==> src/rtl/core/fbm_pkg.sv <==
// ---------------------------------------------------------------------------
// fbm_pkg
// Shared types, constants and helpers of the fractal value noise core.
// ---------------------------------------------------------------------------
`default_nettype none

package fbm_pkg;

  localparam int unsigned COORD_W = 32;
  localparam int unsigned FREQ_W  = 32;
  localparam int unsigned AMP_W   = 17;
  localparam int unsigned CNT_W   = 4;
  localparam int unsigned FACT_W  = 16;
  localparam int unsigned OUT_W   = 16;
  localparam int unsigned VAL_W   = 24;
  localparam int unsigned WGT_W   = 16;
  localparam int unsigned IDX_W   = 8;
  localparam int unsigned DATA_W  = 32;

  localparam logic [31:0] HASH_MUL_X = 32'h27d4eb2d;
  localparam logic [31:0] HASH_MUL_Y = 32'h165667b1;
  localparam logic [31:0] HASH_MUL_S = 32'h9e3779b9;
  localparam logic [31:0] HASH_MIX_A = 32'h85ebca6b;
  localparam logic [31:0] HASH_MIX_B = 32'hc2b2ae35;
  localparam logic [63:0] OCT_SEED_STEP = 64'd1315423911;

  localparam logic [FREQ_W-1:0] FREQ_ONE = 32'd4096;
  localparam logic [AMP_W-1:0]  AMP_HALF = 17'd32768;
  localparam logic [OUT_W-1:0]  Q_MAX    = 16'd16384;

  localparam logic [31:0]       SEED_RST = 32'd0;
  localparam logic [CNT_W-1:0]  CNT_RST  = 4'd4;
  localparam logic [FACT_W-1:0] LAC_RST  = 16'd8192;
  localparam logic [FACT_W-1:0] GAIN_RST = 16'd8192;

  typedef enum logic [IDX_W-1:0] {
    CFG_SEED   = 8'd0,
    CFG_OCTAVE = 8'd1,
    CFG_LAC    = 8'd2,
    CFG_GAIN   = 8'd3
  } cfg_idx_e;

  typedef struct packed {
    logic [31:0]       seed;
    logic [CNT_W-1:0]  octave_count;
    logic [FACT_W-1:0] lacunarity;
    logic [FACT_W-1:0] gain;
  } cfg_t;

  function automatic logic [VAL_W-1:0] lerp(input logic [VAL_W-1:0] a,
                                            input logic [VAL_W-1:0] b,
                                            input logic [WGT_W-1:0] w);
    logic [41:0] s;
    s = 42'(a) * (42'h10000 - 42'(w)) + 42'(b) * 42'(w);
    return s[39:16];
  endfunction

endpackage

`default_nettype wire

==> src/rtl/core/fbm_div.sv <==
// ---------------------------------------------------------------------------
// fbm_div
// Normalize: restoring divide of |sum| by norm * 2^10, one quotient bit per
// stage, then clamp and sign; a zero norm gives zero. Nineteen register stages.
// ---------------------------------------------------------------------------
`default_nettype none

module fbm_div #(
  parameter int unsigned SUM_W  = 48,
  parameter int unsigned NORM_W = 21
) (
  input  wire logic                          clk_i,
  input  wire logic                          rst_ni,
  input  wire logic                          en_i,
  input  wire logic                          valid_i,
  input  wire logic signed [SUM_W-1:0]       sum_i,
  input  wire logic [NORM_W-1:0]             norm_i,
  output logic                               valid_o,
  output logic [fbm_pkg::OUT_W-1:0]          value_o
);

  localparam int unsigned DEN_W = NORM_W + 10;
  localparam int unsigned CW    = (SUM_W > DEN_W + 17) ? SUM_W : DEN_W + 17;
  localparam int unsigned NB    = 16;

  logic              v_q    [NB+2];
  logic [CW-1:0]     rem_q  [NB+2];
  logic [NB-1:0]     quo_q  [NB+2];
  logic [DEN_W-1:0]  den_q  [NB+2];
  logic              neg_q  [NB+2];
  logic              zero_q [NB+2];
  logic              ovf_q  [NB+2];

  logic [SUM_W-1:0] mag;

  assign mag = sum_i[SUM_W-1] ? SUM_W'(-sum_i) : SUM_W'(sum_i);

  always_ff @(posedge clk_i or negedge rst_ni) begin
    if (!rst_ni) begin
      for (int i = 0; i < NB + 2; i++) v_q[i] <= 1'b0;
    end else if (en_i) begin
      v_q[0] <= valid_i;
      for (int i = 1; i < NB + 2; i++) v_q[i] <= v_q[i-1];
    end
  end

  always_ff @(posedge clk_i) begin
    if (en_i) begin
      rem_q[0]  <= CW'(mag);
      quo_q[0]  <= '0;
      den_q[0]  <= {norm_i, 10'd0};
      neg_q[0]  <= sum_i[SUM_W-1];
      zero_q[0] <= (norm_i == '0);
      ovf_q[0]  <= 1'b0;
      rem_q[1]  <= rem_q[0];
      quo_q[1]  <= quo_q[0];
      den_q[1]  <= den_q[0];
      neg_q[1]  <= neg_q[0];
      zero_q[1] <= zero_q[0];
      ovf_q[1]  <= (rem_q[0] >= (CW'(den_q[0]) << NB));
    end
  end

  for (genvar j = 2; j < NB + 2; j++) begin : g_bit
    localparam int unsigned K = NB + 1 - j;
    logic [CW-1:0] shf;
    logic          ge;
    assign shf = CW'(den_q[j-1]) << K;
    assign ge  = (rem_q[j-1] >= shf);
    always_ff @(posedge clk_i) begin
      if (en_i) begin
        rem_q[j]  <= ge ? rem_q[j-1] - shf : rem_q[j-1];
        quo_q[j]  <= quo_q[j-1] | (ge ? (NB'(1) << K) : '0);
        den_q[j]  <= den_q[j-1];
        neg_q[j]  <= neg_q[j-1];
        zero_q[j] <= zero_q[j-1];
        ovf_q[j]  <= ovf_q[j-1];
      end
    end
  end

  logic [fbm_pkg::OUT_W-1:0] qm, val_d, val_q;
  logic                      vout_q;

  always_comb begin
    qm = (ovf_q[NB+1] || (quo_q[NB+1] > fbm_pkg::Q_MAX)) ? fbm_pkg::Q_MAX : quo_q[NB+1];
    if (zero_q[NB+1]) val_d = '0;
    else if (neg_q[NB+1]) val_d = -qm;
    else val_d = qm;
  end

  always_ff @(posedge clk_i or negedge rst_ni) begin
    if (!rst_ni) begin
      vout_q <= 1'b0;
    end else if (en_i) begin
      vout_q <= v_q[NB+1];
    end
  end

  always_ff @(posedge clk_i) begin
    if (en_i) val_q <= val_d;
  end

  assign valid_o = vout_q;
  assign value_o = val_q;

endmodule

`default_nettype wire

==> config.mk <==
export PLATFORM = sky130hd
export DESIGN_NAME = fbm_div
export DESIGN_NICKNAME = d
export VERILOG_FILES = /design/src/rtl/core/fbm_pkg.sv /design/src/rtl/core/fbm_div.sv
export SDC_FILE = /design/constraint.sdc
export NUM_CORES = 2
export LEC_CHECK = 0
export BUFFER_PORTS_ARGS = -buffer_cell sky130_fd_sc_hd__buf_2
export CORE_AREA = 2 2 305 458
export CTS_CLUSTER_SIZE = 14
export DETAILED_ROUTE_END_ITERATION = 10
export DIE_AREA = 0 0 307 460
export HOLD_SLACK_MARGIN = 0.06
export PLACE_DENSITY_LB_ADDON = 0.08
export REMOVE_ABC_BUFFERS = 1
export SETUP_SLACK_MARGIN = 0.3
export SLEW_MARGIN = 10
export SYNTH_ARGS = -nofsm -noshare
export SYNTH_HDL_FRONTEND = slang
export SYNTH_SLANG_ARGS = --single-unit
==> constraint.sdc <==
create_clock -name clk_i -period 3.96 [get_ports clk_i]
set_input_delay 0.198 -clock clk_i [delete_from_list [all_inputs] [get_ports clk_i]]
set_output_delay 0.198 -clock clk_i [all_outputs]
set_load 0.02 [all_outputs]
==> results.toml <==
[route]
highest_layer = "met4"
vias = 42700
ant_nets = 0
routed-wl-met3_um = 3340
wl_met1_um = 41800
wire_per_inst_um = 18.2
drtIter0Drc = 1993
drc = 0
dr.pass1.iters = 5
drt-total-wl_um = 141000
vias_per_cell = 5.52
met2WireLength_um = 86500

[synthesis]
synth_adder_area_share = 0.0704
ys_types = 83
synth_mux_area_frac = 0.0163
synth.yosys.seq_area_share = 0.614
synthTopCellsByArea = "edfxtp_1 61%, ha_1 6.6%, xnor2_1 3.5%"
synth_compound_area_frac = 0.112
synth_common_cells = "1378 x edfxtp_1, 448 x inv_1, 418 x a21oi_1"
synth_xor_xnor_area_share = 0.0553
synth-edff-count = 1378
synth_largest_area_cell = "edfxtp_1"
synth_seq_cells = 1397
ys_warn_count = 0
synth_top_area_share = 0.607
post-synth-top-count-cell = "edfxtp_1"
syn_inst = 5433
synth_area_per_cell_um2 = 12.5
syn_area_um2 = 68100
ys.flop_type = "edfxtp_1"
synth_top_family_by_area = "compound AO/OA/AOI/OAI gates"
synthArstFlopShare = 0.0136
synth_simple_gate_area_frac = 0.102

[finish]
postLayoutCellArea_um2 = 77700
area_delta_synth_final_pct = 14.0
drive_gt1_frac = 0.110
num-nets-final = 6301
fill_cells = 11300
utilization = 0.565
instances_no_fill = 7732

[placed_design]
place_ws_ns = 0.145
place_area_um2 = 72100
place_congestion = 0.926
place_inst = 7370
hpwl_um = 106000
io_buffers = 89

[floorplan]
dieHeight_um = 460
dieWidth_um = 307
io_pins = 90
start_util = 0.495
row_count = 167
die_area_um2 = 141000
core_um2 = 137000

[worst_hold_path]
min-delay-path-class = "in2reg"

[status]
outcome = "finished, final reports clean"

[timing]
drv_slew = 0
worstMarginPinSlew_ns = 1.04
min_period_over_period = 0.926
setup_viol = 0
relSlewSlack = 0.306
hold_viol = 0
fin_tns_setup_ns = 0
fmax_mhz = 273
setup_ws_ns = 0.291
fin_crit_ns = 3.67
clock_skew_ns = 0.0238
rsz0062_at_grt = "yes"

[power_and_ir_drop]
p_leak_nw = 29.7
power_switching_mw = 15.9
seq_power_share = 0.428
pwr-share-clk = 0.242
power_frac_comb = 0.330
switching_share = 0.319
vdd_drop_max_mv = 0.447
power.density_nw_per_um2 = 642
internal_power_mw = 34.0

[clock_network]
cts_sinks = 1397
clk_pin_slew_ns = 0.06
h-tree-depth = 4
cts_tree = "built"
cts_made_buffers = 136
cts_buffer_depth = 3
clock_latency_ns = 0.77
root_buffer = "clkbuf_16"

[worst_setup_path]
arrival_ns = 4.18
setup.worst_path.end_class = "register"
crit_fanout = 5
crit_path_max_incr_delay_ns = 0.61
crit_chain = "dlygate4sd3_1 -> buf_2 -> inv_1 -> ha_2 -> nand2_2 -> or3_4 -> nand2b_1 -> or4_4 -> or4_4 -> or4_4 -> o21ai_2 -> xnor2_1 -> dlygate4sd3_1"
critPathKind = "in2reg"
cp.required_ns = 4.47
path_common_cell = "or4_4"
cp-start-kind = "primary input"
cp_slowest_cell = "or4_4"

[global_route]
grt_max_degree = 141
gr-usage-all-layers = 0.201
antenna_found_initial = 1
grt_pass1_vias = 45000
grt_pass1_wl_um = 222000
grt-ovfl-total = 0

[run]
drv_cap = 0
-- what timing repair did --
item | CTS | global route
pin swaps | 1 | 15
endpoints found under the hold margin | 165 | 0
hold buffers | 104 | 0
endpoints found under the setup margin | 15 | 85
gates resized for setup | 7 | 59
buffers inserted | 0 | 16
-- power groups by stage --
stage	logic, mW	registers [mW]	clock network, mW
global placement	15.8	21.5	0
CTS	16.3	21.3	12.5
finish	16.5	21.3	12.1
detailed placement	16.1	21.6	0
global route	18.2	21.6	13.0
floorplan	11.6	21.1	0
-- registers in the layout, indices dropped and copies added, names as in the netlist --
| register | flops |
|---|---|
| v_q | 18 |
| value_o | 16 |
| neg_q | 18 |
| valid_o | 1 |
| den_q | 357 |
| ovf_q | 17 |
| quo_q | 136 |
| zero_q | 18 |
| rem_q | 816 |
-- logic make-up after synthesis --
family                     count (synthesis)
AOI/OAI and AO/OA                       1210
xor gates and xnor gates                 430
adders and majority gates                374
buffers and inverters                    549
DFF                                     1397
muxes                                     99
and+or+nand+nor                         1374
-- metal layers --
| layer | track usage | up-vias |
|---|---|---|
| li1 | - | 21100 |
| met1 | 0.151 | 20400 |
| met2 | 0.441 | 725 |
| met3 | 0.0279 | 447 |
| met4 | 0.133 | 0 |
| met5 | 0 | - |
-- path summary, 6_finish.rpt --
kind                              startpoint      endpoint  slack, ns  depth (start not counted)
worst max register to register  rem_q[4][23]  rem_q[5][45]       0.32                         10
worst max-delay path                sum_i[0]  rem_q[0][32]       0.29                         13
worst min-delay path                sum_i[4]  rem_q[0][10]       0.11                          6
worst min register to register      neg_q[1]      neg_q[2]       0.41                          0
max in group asynchronous             rst_ni       v_q[12]       2.82                          3
min in group asynchronous             rst_ni        v_q[0]       0.60                          3
-- metrics by stage --
| step | power [mW] | hold slack, ns |
|---|---|---|
| floorplan | 32.8 | -0.0976 |
| global placement | 37.4 | 0.145 |
| detailed placement | 37.7 | 0.161 |
| CTS | 50.1 | 0.0629 |
| global route | 52.8 | 0.112 |
| finish | 49.9 | 0.108 |
-- placed cells by master (no fill, tap or decap), types with 88 or more instances in the layout --
master,instances
a21o_1,153
a21oi_1,414
buf_2,88
buf_4,167
clkbuf_16,141
dlygate4sd3_1,104
edfxtp_1,1378
ha_1,357
inv_1,447
mux2_2,94
nand2_1,305
nor2_1,397
nor4_1,94
o21ai_0,241
xnor2_1,270
xor2_1,160
-- layout make-up --
type | instances | area, µm² | area share
flip-flops and latches | 1397 | 41900 | 0.539
multi-input cells | 3487 | 24600 | 0.316
clock buffers | 178 | 3690 | 0.0475
repair buffers | 384 | 3240 | 0.0417
well taps | 1774 | 2220 | 0.0286
inverters | 448 | 1680 | 0.0216
clock inverters | 63 | 423 | 0.00544
diodes | 1 | 2.50 | 0.0000322
-- critical path: cells and delay by family --
family	cells	cell delay (ns)
buffers and inverters	4	1.31
AO/OA/AOI/OAI	1	0.17
adder cells (fa/ha/maj)	1	0.19
AND/OR/NAND/NOR	6	2.23
XOR/XNOR	1	0.07
(Power assumes the default switching activity.)
